### config.mk
export PLATFORM = sky130hd
export DESIGN_NAME = ipv4_dotted_decimal_parser
export DESIGN_NICKNAME = d
export VERILOG_FILES = /design/src/rtl/ipv4dd_pkg.sv /design/src/rtl/ipv4dd_step.sv /design/src/rtl/ipv4_dotted_decimal_parser.sv
export SDC_FILE = /design/constraint.sdc
export NUM_CORES = 1
export LEC_CHECK = 0
export ABC_AREA = 0
export BUFFER_PORTS_ARGS = -buffer_cell sky130_fd_sc_hd__buf_2
export CORE_MARGIN = 2
export CORE_UTILIZATION = 53
export DETAILED_ROUTE_END_ITERATION = 10
export MAX_ROUTING_LAYER = met4
export PLACE_DENSITY = 0.76
export SYNTH_ARGS = -nofsm -noshare
export SYNTH_HDL_FRONTEND = slang
export SYNTH_SLANG_ARGS = --single-unit
### constraint.sdc
create_clock -name clk -period 3.9 [get_ports clk]
set_input_delay 0.195 -clock clk [delete_from_list [all_inputs] [get_ports clk]]
set_output_delay 0.195 -clock clk [all_outputs]
set_load 0.1 [all_outputs]
### src/rtl/ipv4dd_pkg.sv
package ipv4dd_pkg;

  localparam logic [7:0] CH_DOT   = 8'h2e;
  localparam logic [7:0] CH_PLUS  = 8'h2b;
  localparam logic [7:0] CH_MINUS = 8'h2d;
  localparam logic [7:0] CH_ZERO  = 8'h30;
  localparam logic [7:0] CH_NINE  = 8'h39;
  localparam logic [7:0] CH_SPACE = 8'h20;
  localparam logic [7:0] CH_TAB   = 8'h09;
  localparam logic [7:0] CH_CR    = 8'h0d;

  localparam logic [8:0] OCTET_MAX = 9'd255;
  localparam logic [8:0] VALUE_SAT = 9'd256;
  localparam logic [1:0] LAST_OCTET = 2'd3;

  typedef enum logic [1:0] {
    PH_SPACE  = 2'd0,
    PH_SIGN   = 2'd1,
    PH_DIGITS = 2'd2,
    PH_DONE   = 2'd3
  } phase_t;

  typedef struct packed {
    logic [7:0] ch;
    logic       last;
  } in_beat_t;

  typedef struct packed {
    logic [31:0] address;
    logic        ok;
  } out_beat_t;

  typedef struct packed {
    logic [1:0]  octet_index;
    phase_t      phase;
    logic        minus_seen;
    logic [8:0]  octet_value;
    logic [23:0] upper_octets;
    logic        failed;
  } parse_state_t;

  localparam parse_state_t STATE_RESET = '{
    octet_index:  2'd0,
    phase:        PH_SPACE,
    minus_seen:   1'b0,
    octet_value:  9'd0,
    upper_octets: 24'd0,
    failed:       1'b0
  };

endpackage

### src/rtl/ipv4dd_step.sv
module ipv4dd_step (
  input  ipv4dd_pkg::parse_state_t state_i,
  input  ipv4dd_pkg::in_beat_t     beat_i,
  output ipv4dd_pkg::parse_state_t state_o,
  output ipv4dd_pkg::out_beat_t    result_o
);

  // close the current octet; dot_i says the terminator is a dot
  function automatic ipv4dd_pkg::parse_state_t finish_octet(
    ipv4dd_pkg::parse_state_t s,
    logic                     dot_i
  );
    ipv4dd_pkg::parse_state_t r;
    logic                     bad;
    r   = s;
    bad = (s.octet_value > ipv4dd_pkg::OCTET_MAX) ||
          (s.minus_seen && (s.octet_value != 9'd0));
    if (bad) begin
      r.failed = 1'b1;
    end else if (s.octet_index == ipv4dd_pkg::LAST_OCTET) begin
      r.phase = ipv4dd_pkg::PH_DONE;
    end else if (!dot_i) begin
      r.failed = 1'b1;
    end else begin
      r.upper_octets = {s.upper_octets[15:0], s.octet_value[7:0]};
      r.octet_index  = s.octet_index + 2'd1;
      r.phase        = ipv4dd_pkg::PH_SPACE;
      r.minus_seen   = 1'b0;
      r.octet_value  = 9'd0;
    end
    return r;
  endfunction

  logic                     is_digit;
  logic                     is_blank;
  logic                     is_sign;
  logic [3:0]               digit;
  logic [11:0]              acc;
  ipv4dd_pkg::parse_state_t taken;
  ipv4dd_pkg::parse_state_t closed;
  logic                     good;

  assign is_digit = (beat_i.ch >= ipv4dd_pkg::CH_ZERO) && (beat_i.ch <= ipv4dd_pkg::CH_NINE);
  assign is_blank = (beat_i.ch == ipv4dd_pkg::CH_SPACE) ||
                    ((beat_i.ch >= ipv4dd_pkg::CH_TAB) && (beat_i.ch <= ipv4dd_pkg::CH_CR));
  assign is_sign  = (beat_i.ch == ipv4dd_pkg::CH_PLUS) || (beat_i.ch == ipv4dd_pkg::CH_MINUS);
  assign digit    = beat_i.ch[3:0];
  // value * 10 + digit as two shifts and adds
  assign acc      = {state_i.octet_value, 3'b000} + {2'b00, state_i.octet_value, 1'b0}
                    + {8'd0, digit};

  always_comb begin
    taken = state_i;
    if (!state_i.failed) begin
      unique case (state_i.phase)
        ipv4dd_pkg::PH_SPACE: begin
          if (is_blank) begin
            taken = state_i;
          end else if (is_sign) begin
            taken.minus_seen = (beat_i.ch == ipv4dd_pkg::CH_MINUS);
            taken.phase      = ipv4dd_pkg::PH_SIGN;
          end else if (is_digit) begin
            taken.octet_value = {5'd0, digit};
            taken.phase       = ipv4dd_pkg::PH_DIGITS;
          end else begin
            taken.failed = 1'b1;
          end
        end
        ipv4dd_pkg::PH_SIGN: begin
          if (is_digit) begin
            taken.octet_value = {5'd0, digit};
            taken.phase       = ipv4dd_pkg::PH_DIGITS;
          end else begin
            taken.failed = 1'b1;
          end
        end
        ipv4dd_pkg::PH_DIGITS: begin
          if (is_digit) begin
            taken.octet_value = (acc > {3'd0, ipv4dd_pkg::VALUE_SAT}) ?
                                ipv4dd_pkg::VALUE_SAT : acc[8:0];
          end else begin
            taken = finish_octet(state_i, beat_i.ch == ipv4dd_pkg::CH_DOT);
          end
        end
        ipv4dd_pkg::PH_DONE: begin
          taken = state_i;
        end
        default: begin
          taken = state_i;
        end
      endcase
    end
  end

  always_comb begin
    closed = taken;
    // end of string ends an octet in progress, never as a dot
    if (!taken.failed && (taken.phase == ipv4dd_pkg::PH_DIGITS)) begin
      closed = finish_octet(taken, 1'b0);
    end
    good = !closed.failed && (closed.phase == ipv4dd_pkg::PH_DONE);
    result_o.ok      = good;
    result_o.address = good ? {closed.upper_octets, closed.octet_value[7:0]} : 32'd0;
    state_o = beat_i.last ? ipv4dd_pkg::STATE_RESET : taken;
  end

endmodule

### src/rtl/ipv4_dotted_decimal_parser.sv
// channel | ports                          | beat
// --------+--------------------------------+----------------------------------
// input   | in_valid, in_stall, in_beat    | one text character, last flag
// result  | out_valid, out_stall, out_beat | 32-bit address, ok flag
//
// one character per cycle, sustained while no last character waits on a stalled
// result; a result leaves through the input register and the result register
// around the combinational parse step
// rst_n is synchronous, active low, and returns the parser to its empty state
// out_stall only holds back a last character while a result still waits;
// other characters keep flowing into the parser under a stalled result
module ipv4_dotted_decimal_parser (
  input  logic                  clk,
  input  logic                  rst_n,
  input  logic                  in_valid,
  output logic                  in_stall,
  input  ipv4dd_pkg::in_beat_t  in_beat,
  output logic                  out_valid,
  input  logic                  out_stall,
  output ipv4dd_pkg::out_beat_t out_beat
);

  // input register
  logic                     in_valid_r;
  logic                     in_valid_nxt;
  ipv4dd_pkg::in_beat_t     in_beat_r;

  // parser state
  ipv4dd_pkg::parse_state_t state_r;
  ipv4dd_pkg::parse_state_t state_nxt;

  // result register
  logic                     out_valid_r;
  logic                     out_valid_nxt;
  ipv4dd_pkg::out_beat_t    out_beat_r;
  ipv4dd_pkg::out_beat_t    step_result;

  logic                     out_busy;
  logic                     advance;

  // result register cannot take a new beat this cycle
  assign out_busy = out_valid_r && out_stall;
  // a held character moves into the parser unless it needs a busy result slot
  assign advance  = in_valid_r && !(in_beat_r.last && out_busy);
  // the input register frees up whenever its beat advances
  assign in_stall = in_valid_r && !advance;

  ipv4dd_step u_step (
    .state_i  (state_r),
    .beat_i   (in_beat_r),
    .state_o  (state_nxt),
    .result_o (step_result)
  );

  always_comb begin
    in_valid_nxt = in_stall ? in_valid_r : in_valid;
    if (out_busy) begin
      out_valid_nxt = 1'b1;
    end else begin
      out_valid_nxt = advance && in_beat_r.last;
    end
  end

  always_ff @(posedge clk) begin
    if (!rst_n) begin
      in_valid_r  <= 1'b0;
      out_valid_r <= 1'b0;
      state_r     <= ipv4dd_pkg::STATE_RESET;
    end else begin
      in_valid_r  <= in_valid_nxt;
      out_valid_r <= out_valid_nxt;
      if (advance) begin
        state_r <= state_nxt;
      end
    end
  end

  // payload registers
  always_ff @(posedge clk) begin
    if (in_valid && !in_stall) begin
      in_beat_r <= in_beat;
    end
    if (advance && in_beat_r.last && !out_busy) begin
      out_beat_r <= step_result;
    end
  end

  assign out_valid = out_valid_r;
  assign out_beat  = out_beat_r;

endmodule

# Yosys cells after proc, flatten, opt, wreduce, memory -nomap -nowiden
# Cells that the tools add are included.
[op_classes]
div = 0
n_addsub = 3
reduce_logical = 26
n_lt_le_gt_ge = 7
bitwise = 0
multipliers = 0
muxes = 39
n_eq_ne = 11
shifts = 0
[op_table]
columns = ["operator", "n"]
rows = [
  ["2-to-1 mux 38 bit", 7],
  ["2-to-1 mux 39 bit", 2],
  ["2-to-1 mux 37 bit", 1],
  ["2-to-1 mux 36 bit", 1],
  ["2-to-1 mux 9 bit", 4],
  ["case mux 9 bit (4 select lines)", 1],
  ["2-to-1 mux 35 bit", 1],
  ["equality test 8 x 6 -> 1 bit, second input constant", 4],
  ["2-to-1 mux 25 bit", 1],
  ["2-to-1 mux 24 bit", 1],
  ["greater-than comparator 9 x 8 -> 1 bit, second input constant", 2],
  ["nonzero test 9 bit", 2],
  ["logical AND 1 bit", 13],
  ["adder 12 x 10 -> 12 bit", 1],
  ["adder 12 x 4 -> 12 bit", 1],
  ["equality test 2 bit, second input constant", 6],
  ["greater-than comparator 12 x 9 -> 1 bit, second input constant", 1],
  ["2-to-1 mux 12 bit", 1],
  ["2-to-1 mux 2 bit", 6],
  ["2-to-1 mux 1 bit", 9],
  ["greater-or-equal comparator 8 x 4 -> 1 bit, second input constant", 1],
  ["greater-or-equal comparator 8 x 6 -> 1 bit, second input constant", 1],
  ["<= comparator 8 x 4 -> 1 bit, second input constant", 1],
  ["<= comparator 8 x 6 -> 1 bit, second input constant", 1],
  ["9 further kinds", 17],
]
[totals]
reg_bits = 83
mem_bits_ro = 0
latchBits = 0
elab_cells = 98
output_inout_bits = 35
n_memories = 0
ramBits = 0

# Longest topological paths before layout
# Gate-level depths: netlist of run 1.
[depth]
word_depth = 19
depth_mapped = 14

# Cells and area by module
# From an unflattened synthesis of run 1, not the netlist that was laid out.
[hier_totals]
hier_cells = 534
area_unflattened_um2 = 5033.6
[by_module_without_submodules]
columns = ["module", "area_each_um2", "instances", "cells_per_inst"]
rows = [
  ["ipv4_dotted_decimal_parser", 2902.8, 1, 222],
  ["ipv4dd_step", 2130.8, 1, 312],
]

# Worst setup path before layout of run 1
# Ideal clock, no wire load.
[synth_path]
path_kind = "reg2reg"
startpoint = "register in_beat_r[4] (netlist bit)"
endpoint = "register out_beat_r (netlist bit out_beat[14]), data pin"
t_required_ns = 3.760
t_arrival_ns = 3.727
setup_slack_ns = 0.033
path_stages_with_launch = 15
path_cell_list = "edfxtp_1 inv_1 fa_1 inv_1 ha_1 a211oi_1 o21ai_0 mux2_2 a2111oi_4 a211oi_1 nor4b_2 nand4_1 o41a_4 buf_6 nor2_1"
[synth_between]
elab_chain_cells = 19
elab_cells_between_ends = 62
[synth_rtl]
columns = ["item", "line_no", "text"]
rows = [
  ["from (decl)", "ipv4_dotted_decimal_parser.sv:26", "ipv4dd_pkg::in_beat_t in_beat_r;"],
  ["from (signal assigned)", "ipv4_dotted_decimal_parser.sv:81", "in_beat_r <= in_beat;"],
  ["branches (longest 11 deep; another with adder 12 x 4 -> 12 bit)", "-", ""],
  ["2-to-1 mux 39 bit (*)", "ipv4dd_step.sv:54", "if (!state_i.failed) begin"],
  ["branches (longest 4 deep; another with greater-than comparator 9 x 8 -> 1 bit)", "-", ""],
  ["2-to-1 mux 37 bit (*)", "ipv4dd_step.sv:98", "if (!taken.failed && (taken.phase == ipv4dd_pkg::PH_DIGITS)) begin"],
  ["equality test 2 bit / logical NOT 1 bit (equally long branches)", "ipv4dd_step.sv:101", "good = !closed.failed && (closed.phase == ipv4dd_pkg::PH_DONE);"],
  ["logical AND 1 bit", "ipv4dd_step.sv:101", ""],
  ["to (signal assigned)", "ipv4_dotted_decimal_parser.sv:84", "out_beat_r <= step_result;"],
  ["to (decl)", "ipv4_dotted_decimal_parser.sv:35", "ipv4dd_pkg::out_beat_t out_beat_r;"],
]
# Every way passes the cells marked *. The select of a mux whose other input is x is not followed.
# A chain may end at the register's enable or synchronous reset.

# Worst setup path in the final report of run 1
[layout_path]
startpoint = "register in_beat_r[4] (netlist bit)"
endpoint = "register out_beat_r (netlist bit out_beat[31]), data pin"
# Same word-level chain as after synthesis.

==> results of run 1 <==
[worst max path at each step]
stage | from | endpoint | slack (ps) | cells after the start
2_1_floorplan | in_beat_r[4]$_DFFE_PP_ | out_beat[14]$_SDFFCE_PN0P_ | 30 | 14
3_3_place_gp | in_beat_r[4]$_DFFE_PP_ | out_beat[19]$_SDFFCE_PN0P_ | -10 | 14
3_5_place_dp | in_beat_r[4]$_DFFE_PP_ | out_beat[10]$_SDFFCE_PN0P_ | -150 | 14
4_1_cts | in_beat_r[3]$_DFFE_PP_ | out_beat[20]$_SDFFCE_PN0P_ | -3 | 14
5_1_grt | in_beat_r[4]$_DFFE_PP_ | out_beat[11]$_SDFFCE_PN0P_ | -180 | 14
6_report | in_beat_r[4]$_DFFE_PP_ | out_beat[31]$_SDFFCE_PN0P_ | -70 | 14
[metrics by stage]
step                worst slack [ps]  power [mW]  utilization (%)
floorplan                       32.9        1.06                -
global placement               -11.2        1.09             59.8
detailed placement              -148        1.09             59.8
CTS                            -2.87        1.68             65.3
global route                    -183        1.74             66.6
finish                         -70.7        1.68             66.6
[worst reg2reg max path, cell delays in order, from the launching register on]
cell and delay [ps]:
edfxtp_1 370, inv_2 60, fa_2 610, inv_2 60
ha_4 250, a211oi_4 200, o21ai_2 100, mux2_4 320
a2111oi_4 340, a211oi_2 160, nor4b_2 340, nand4_1 270
buf_4 240, o41a_4 400, nor2_2 150
[cells in the mapped netlist (all sizes together) (3+ instances only)]
cell type	count
nor2	56
edfxtp	42
dfxtp	41
nor2b	38
a22oi	37
mux2i	22
clkbuf	21
nand2	21
a21oi	20
ha	18
o21ai	18
inv	16
and2	11
a21o	9
nor3	6
buf	5
o31ai	5
a211oi	4
nand3	4
nand4	4
nor4	4
a2111oi	3
a22o	3
and3	3
nand2b	3
nor4b	3
o22ai	3
[per-layer routing]
metal / GRT usage, % / up-vias
li1: - / 1912
met1: 33.9 / 1932
met2: 40.2 / 222
met3: 5.25 / 26
met4: 9.08 / 0
met5: - / -
[repair_timing]
action                     4_1_cts  5_1_grt
gates resized for setup         26       26
buffers inserted                 5        4
pin swaps                       21       19
setup endpoints to repair       25       26
gates cloned                     3        0
hold buffers                     9        0
hold endpoints to repair         9        0
[cell type report]
class,count,share of cell area (%)
clock buffer,9,2.16
clock inverter,7,1.22
inverter,16,1.05
multi-input combinational,342,45.4
sequential,83,36.4
tap,108,2.36
timing repair buffer,99,11.4
[power breakdown]
group | internal [mW] | total (mW) | switching, mW
registers | 0.927 | 0.940 | 0.0124
logic | 0.0394 | 0.142 | 0.102
clock network | 0.247 | 0.598 | 0.351
[registers in the layout, summed over array words and instances (netlist names)]
name and count:
out_valid 1, in_beat_r 9, out_beat 33, state_r 39
in_valid_r 1
[kinds of logic (layout without fill, tap and decap cells)]
group           Yosys count  count (layout)  synth area share [%]
simple gates            162             162                  19.0
compound gates          130             133                  20.7
flops                    83              83                  45.0
buf+inv                  42             131                  3.82
mux                      23              23                  5.01
fa+ha+maj                20              20                  5.74
xor+xnor                  4               4                 0.758
==> results.ini, run 1 <==
[grt]
grt_pass1_wl_um = 19100
grt_max_degree = 42
grt_overflow = 0
grt_usage_pct = 25.8
antenna_found_initial = 0
grt_pass1_vias = 3859

[power]
power_leakage_nw = 2.10
ir_worst_vdd_mv = 0.219
power.density_mw_per_mm2 = 293

[route]
highest_layer = met4
wl_per_cell_um = 18.1
wl_um = 12000
vias = 4092
dr_wl_met3_um = 1070
drc_errors = 0
drt-initial-drc-count = 409
vias_per_cell = 6.16
dr.pass1.iters = 8
ant_nets = 0
dr_wl_met2_um = 5720
m1WireLength_um = 4970

[sta]
timing.hold.ws_ps = 49.1
finalSetupViolations = 16
fin_crit_ps = 3970
drv_slew = 0
hold_viol = 0
fin_tns_setup_ps = -584
timing.final.ws_setup_ps = -70.7
relSlewSlack_pct = 17.4
worstMarginPinSlew_ps = 1240
fin_crit_sh_pct = 102
clock.fmax_mhz = 252
skew_ps = 15.4
rsz0062_at_grt = true

[worst_hold_path]
hold_path_end = in_valid_r$_SDFFE_PN0N_
hold_class = input port to flop
hp-start = in_valid
whs_path_depth = 2

[layout]
final_common_cell = buf_2
stdcell_count = 664
nNetsFinal = 584
area_growth_pct = 23.9
drive_gt1_share_pct = 28.4
layout_common_cells = buf_2 (47), edfxtp_1 (42), buf_4 (42), nor2_1 (40), dfxtp_1 (40)
design_area_sq_mm = 0.00573
seqCellArea_sq_mm = 0.00208
multi_input_area_sq_mm = 0.00260
antennaDiodeCount = 0
fill_cells = 658

[critical_path]
r2r_slack_ps = -70
crit_buf_inv = 3
crit_required_ps = 4130
crit_path_frequent_cell = inv_2
r2r_start = in_beat_r[4]$_DFFE_PP_
ff2ff_path_depth = 14
critPathMaxStageDelay_ps = 610
critPathLaunchType = flop
worst_path_max_delay_cell = fa_2
cp-end-kind = flop
critPathKind = flop to flop
critPathTopFamily = compound AO/OA/AOI/OAI gates
r2r_end = out_beat[31]$_SDFFCE_PN0P_
worstPathCellList = inv_2, fa_2, inv_2, ha_4, a211oi_4, o21ai_2, mux2_4, a2111oi_4, a211oi_2, nor4b_2, nand4_1, buf_4, o41a_4, nor2_2
crit_fanout = 6
worstPathArrival_ps = 4200

[yosys]
synth_edf_count = 42
netlist.area_leader.share_pct = 27.3
synth_cell_types = 69
synth_area_sq_mm = 0.00462
synth.ff_latch_count = 83
synth_area_leaders = edfxtp_1 (27%), dfxtp_1 (18%), a22oi_1 (5.8%)
yosysSeqAreaShare_pct = 45.0
async_flop_share_pct = 0
yosys_most_used_dff = edfxtp_1
syn_nets = 497
yosys.area.top_type = edfxtp_1
avgSynthCellArea_sq_um = 9.96
yosysWarnings = 0
synth_cells = 464

[place]
port_buffers = 47
place.gp.congestion = 0.988
placed_cells = 628
placed_area_sq_mm = 0.00514
dp_hpwl_um = 7890

[clock_tree]
clock_latency_ps = 370
htree_levels = 3
cts-buffers-inserted = 9
cts_buffer_depth = 2
cts_tree = done
path_clk_slew_ps = 100
numClockSinks = 83
cts_root_buf = clkbuf_8

[floorplanning]
io_pins = 48
die_w_um = 97.4
die_h_um = 97.4
fp.coreArea_sq_mm = 0.00859
initial_utilization_pct = 53.8
rows = 34
dieArea_sq_mm = 0.00949

[run_status]
violations = negative setup slack
status = complete, but fails checks

[flow_run]
drv_cap = 0

(Power assumes the default switching activity.)
==> run 2: changes to the inputs <==
--- a/config.mk
+++ b/config.mk
@@ -12,6 +12,7 @@
 export DETAILED_ROUTE_END_ITERATION = 10
 export MAX_ROUTING_LAYER = met4
 export PLACE_DENSITY = 0.76
+export SKIP_LAST_GASP = 1
 export SYNTH_ARGS = -nofsm -noshare
 export SYNTH_HDL_FRONTEND = slang
 export SYNTH_SLANG_ARGS = --single-unit
==> run 2 against run 1 <==
Net effect:
- clock skew rose by 1.7 ps
- global-route usage did not move
- the flow still finishes with violations (negative setup slack)
- via count rose by 0.98%
- critical endpoint is now out_beat[11]$_SDFFCE_PN0P_
- clock power barely moved
==> results.ini, run 2 (synthesis gave the netlist of run 1 again) <==
[power]
power_frac_seq_pct = 55.9
power.density_mw_per_mm2 = 294
power.internal_mw = 1.21
p_clk_share_pct = 35.6
power.switching_mw = 0.467
netSwitchingFraction_pct = 27.8
finalPower_mw = 1.68
ir_worst_vdd_mv = 0.219
power_leakage_nw = 2.10
p_comb_share_pct = 8.5

[clock_tree]
cts-buffers-inserted = 9
cts_tree = done
path_clk_slew_ps = 90
clock_latency_ps = 370
numClockSinks = 83
cts_root_buf = clkbuf_8
cts_buffer_depth = 2
htree_levels = 3

[critical_path]
critPathKind = flop to flop
worstPathArrival_ps = 4270
crit_path_frequent_cell = inv_2
crit_required_ps = 4130
critPathLaunchType = flop
worstPathCellList = inv_2, fa_2, inv_2, ha_4, a211oi_4, o21ai_2, mux2_4, a2111oi_4, a211oi_2, nor4b_2, nand4_1, buf_4, o41a_4, nor2_2
worst_path_max_delay_cell = fa_2
cp-end-kind = flop
crit_fanout = 6
critPathMaxStageDelay_ps = 610

[floorplanning]
die_h_um = 97.4
fp.coreArea_sq_mm = 0.00859
rows = 34
dieArea_sq_mm = 0.00949
die_w_um = 97.4
initial_utilization_pct = 53.8
io_pins = 48

[grt]
antenna_found_initial = 0
grt_max_degree = 42
grt_overflow = 0
grt_usage_pct = 25.8
grt_pass1_wl_um = 19100
grt_pass1_vias = 3859

[run_status]
status = complete, but fails checks
violations = negative setup slack

[sta]
fin_tns_setup_ps = -1890
clock.fmax_mhz = 248
hold_viol = 0
timing.final.ws_setup_ps = -134
rsz0062_at_grt = true
relSlewSlack_pct = 17.4
worstMarginPinSlew_ps = 1240
finalSetupViolations = 25
fin_crit_sh_pct = 103
skew_ps = 17.2
fin_crit_ps = 4030
drv_slew = 0

[flow_run]
drv_cap = 0

[layout]
drive_gt1_share_pct = 27.7
layout_common_cells = buf_2 (47), nor2_1 (42), edfxtp_1 (42), buf_4 (42), dfxtp_1 (40)
largest-register = state_r
area_growth_pct = 23.7
final_common_cell = buf_2
largest_register_ffs = 39
utilization_pct = 66.5
antennaDiodeCount = 0
nNetsFinal = 584

[place]
port_buffers = 47
dp_hpwl_um = 7890
place.gp.congestion = 0.988
pre_cts_ws_ps = -148

[route]
drc_errors = 0
vias = 4132
dr.pass1.iters = 7
wl_per_cell_um = 18.2
vias_per_cell = 6.22
drt-initial-drc-count = 426
wl_um = 12100
ant_nets = 0

[worst_hold_path]
hold_class = input port to flop

-- run 2: cell counts in the layout (fill, tap and decap cells not counted) --
Identical to the previous run, type by type.
-- run 2: layout make-up --
| type | count | area, sq um |
|---|---|---|
| clock buffers | 9 | 124 |
| clock inverters | 7 | 70.1 |
| fillers | 655 | 2880 |
| inverters | 16 | 60.1 |
| multi-input cells | 342 | 2590 |
| flip-flops and latches | 83 | 2080 |
| well taps | 108 | 135 |
| repair buffers | 99 | 652 |
-- run 2: final timing paths --
kind | from | end | slack, ps | depth (start not counted)
setup / recovery | in_beat_r[4]$_DFFE_PP_ | out_beat[11]$_SDFFCE_PN0P_ | -130 | 14
setup reg to reg | in_beat_r[4]$_DFFE_PP_ | out_beat[11]$_SDFFCE_PN0P_ | -130 | 14
hold reg to reg | out_valid$_SDFF_PN0_ | out_valid$_SDFF_PN0_ | 490 | 2
hold / removal | in_valid | in_valid_r$_SDFFE_PN0N_ | 50 | 2
-- run 2: power by group through the flow --
| stage | registers, mW | clock network (mW) | logic (mW) |
|---|---|---|---|
| 2_1_floorplan | 1.01 | 0 | 0.0497 |
| 3_3_place_gp | 0.958 | 0 | 0.127 |
| 3_5_place_dp | 0.960 | 0 | 0.129 |
| 4_1_cts | 0.939 | 0.605 | 0.139 |
| 5_1_grt | 0.942 | 0.645 | 0.150 |
| 6_report | 0.940 | 0.599 | 0.142 |
-- run 2: worst max-delay path, delay by kind of cell (launching register included) --
| kind | cells | cell delay [ps] |
|---|---|---|
| buf+inv | 3 | 360 |
| fa+ha+maj | 2 | 860 |
| simple gates | 3 | 780 |
| mux | 1 | 320 |
| compound gates | 5 | 1220 |
| flops | 1 | 370 |
-- run 2: per-layer routing --
layer / track usage [%] / up-vias / share of wire, %
met2: 40.2 / 231 / 48
met3: 5.25 / 26 / 8.6
met1: 33.9 / 1959 / 41
li1: - / 1916 / -
met5: - / - / 0
met4: 9.08 / 0 / 2.2
-- run 2: per-stage QoR --
stage	std cells	hold WS, ps	instance area (sq um)
floorplan	464	294	4620
global placement	628	371	5140
detailed placement	628	373	5140
CTS	661	47.4	5610
global route	664	66.5	5720
finish	664	49.4	5720
-- run 2: timing repair --
action	CTS	global route
setup endpoints to repair	25	26
cloned	3	0
resized for setup	26	22
pin swaps	21	18
setup buffers	5	4
endpoints found under the hold margin	9	0
hold buffers	9	0
==> run 3: changes to the inputs <==
--- a/config.mk
+++ b/config.mk
@@ -7,11 +7,12 @@
 export LEC_CHECK = 0
 export ABC_AREA = 0
 export BUFFER_PORTS_ARGS = -buffer_cell sky130_fd_sc_hd__buf_2
-export CORE_MARGIN = 2
+export CORE_MARGIN = 1.5
 export CORE_UTILIZATION = 53
 export DETAILED_ROUTE_END_ITERATION = 10
 export MAX_ROUTING_LAYER = met4
 export PLACE_DENSITY = 0.76
+export SKIP_CTS_REPAIR_TIMING = 1
 export SKIP_LAST_GASP = 1
 export SYNTH_ARGS = -nofsm -noshare
 export SYNTH_HDL_FRONTEND = slang
==> run 3 against run 2 <==
Net effect:
- clock power grew 19%
- maximum frequency grew 2.2%
- via count shrank 3.7%
- sequential power barely moved
- the flow still finishes with violations (negative setup slack)
- sequential share of layout area grew 1.0 points
- largest power group unchanged
- register-to-register slack gained 90 ps
- worst hold slack got worse by 40 ps
- sequential cell count stayed put
- global-route usage decreased by 0.23 points
- power is 6.3% higher
==> results.ini, run 3 (synthesis gave the netlist of run 1 again) <==
[clock_tree]
clock_latency_ps = 350
cts-buffers-inserted = 9
numClockSinks = 83
path_clk_slew_ps = 90
cts_root_buf = clkbuf_8
cts_buffer_depth = 2
htree_levels = 3
cts_tree = done

[floorplanning]
rows = 33
io_pins = 48
die_w_um = 96.4
initial_utilization_pct = 55.4
fp.coreArea_sq_mm = 0.00834
dieArea_sq_mm = 0.00929
die_h_um = 96.4

[route]
vias = 3980
vias_per_cell = 6.15
drt-initial-drc-count = 325
wl_per_cell_um = 17.9
dr.pass1.iters = 5
ant_nets = 0
drc_errors = 0
wl_um = 11600

[sta]
drv_slew = 0
finalSetupViolations = 12
timing.final.ws_setup_ps = -47.9
hold_viol = 0
clock.fmax_mhz = 253
fin_crit_sh_pct = 101
fin_tns_setup_ps = -212
skew_ps = 8.90
rsz0062_at_grt = true
worstMarginPinSlew_ps = 1210
relSlewSlack_pct = 19.1
fin_crit_ps = 3950

[power]
power.internal_mw = 1.33
p_clk_share_pct = 39.9
power_frac_seq_pct = 52.6
ir_worst_vdd_mv = 0.263
power_leakage_nw = 2.05
power.density_mw_per_mm2 = 321
power.switching_mw = 0.452
netSwitchingFraction_pct = 25.3
p_comb_share_pct = 7.5

[grt]
grt_pass1_vias = 3566
grt_pass1_wl_um = 17500
grt_usage_pct = 25.6
grt_overflow = 0
antenna_found_initial = 0
grt_max_degree = 42

[critical_path]
worstPathArrival_ps = 4170
crit_required_ps = 4120
endpoint = out_beat[26]$_SDFFCE_PN0P_
critPathLaunchType = flop
cp-end-kind = flop
timing.critical_path.from = in_beat_r[4]$_DFFE_PP_
crit_fanout = 7
critPathKind = flop to flop
r2r_start = in_beat_r[4]$_DFFE_PP_
r2r_end = out_beat[26]$_SDFFCE_PN0P_
r2r_slack_ps = -50
ff2ff_path_depth = 13

[layout]
drive_gt1_share_pct = 26.2
area_growth_pct = 20.4
layout_common_cells = nor2_1 (47), buf_2 (47), edfxtp_1 (42), dfxtp_1 (39)
utilization_pct = 66.7
antennaDiodeCount = 0
nNetsFinal = 570
largest_register_ffs = 39
largest-register = state_r

[flow_run]
drv_cap = 0

[place]
place.gp.congestion = 0.914
dp_hpwl_um = 7750
port_buffers = 47

[run_status]
violations = negative setup slack
status = complete, but fails checks

[worst_hold_path]
hold_class = input port to flop

-- run 3: area by class of cell --
type / instances / area, sq um
Fill cell: 662 / 2780
Multi-Input combinational cell: 341 / 2530
Sequential cell: 83 / 2080
Timing Repair Buffer: 86 / 532
Tap cell: 105 / 131
Clock buffer: 9 / 124
Clock inverter: 7 / 106
Inverter: 16 / 60.1
-- run 3: worst max-delay path, stage by stage, from the launching register on --
cell       delay, ps
edfxtp_1         420
inv_2            100
fa_2             470
fa_2             390
nand2b_4         170
a211o_1          290
a221oi_2         340
a2111oi_4        100
o2111a_1         190
a22oi_1          300
nand4_1          150
buf_6            150
o41a_4           590
nor2_4           140
-- run 3: how the worst min path moves through the flow --
stage,start,endpoint,slack [ps],cells past startpoint
floorplan,in_beat[0],in_beat_r[0]$_DFFE_PP_,290,0
global placement,in_beat[7],in_beat_r[7]$_DFFE_PP_,370,1
detailed placement,in_beat[5],in_beat_r[5]$_DFFE_PP_,370,1
CTS,in_beat[7],in_beat_r[7]$_DFFE_PP_,6,1
global route,in_beat[7],in_beat_r[7]$_DFFE_PP_,3,1
finish,in_beat[0],in_beat_r[0]$_DFFE_PP_,10,1
-- run 3: metal layers --
layer	track usage [%]	up-vias	wire [um]
met5	-	-	0
met4	9.78	0	330
met3	3.29	31	872
met2	40.1	203	5400
met1	34.0	1863	4980
li1	-	1883	-
-- run 3: through the flow --
step / std cells / cell area, sq um / worst slack [ps] / hold WS [ps] / total power, mW
5_1_grt: 647 / 5560 / -128 / 2.90 / 1.84
6_report: 647 / 5560 / -47.9 / 9.83 / 1.79
3_3_place_gp: 624 / 5130 / -58.2 / 372 / 1.09
2_1_floorplan: 464 / 4620 / 32.9 / 294 / 1.06
3_5_place_dp: 624 / 5130 / -172 / 373 / 1.09
4_1_cts: 640 / 5360 / -266 / 6.23 / 1.78
-- run 3: power by group through the flow --
stage | sequential [mW] | combinational, mW | clock, mW
finish | 0.939 | 0.134 | 0.713
CTS | 0.939 | 0.129 | 0.717
global route | 0.942 | 0.142 | 0.754
detailed placement | 0.960 | 0.128 | 0
global placement | 0.959 | 0.127 | 0
floorplan | 1.01 | 0.0497 | 0
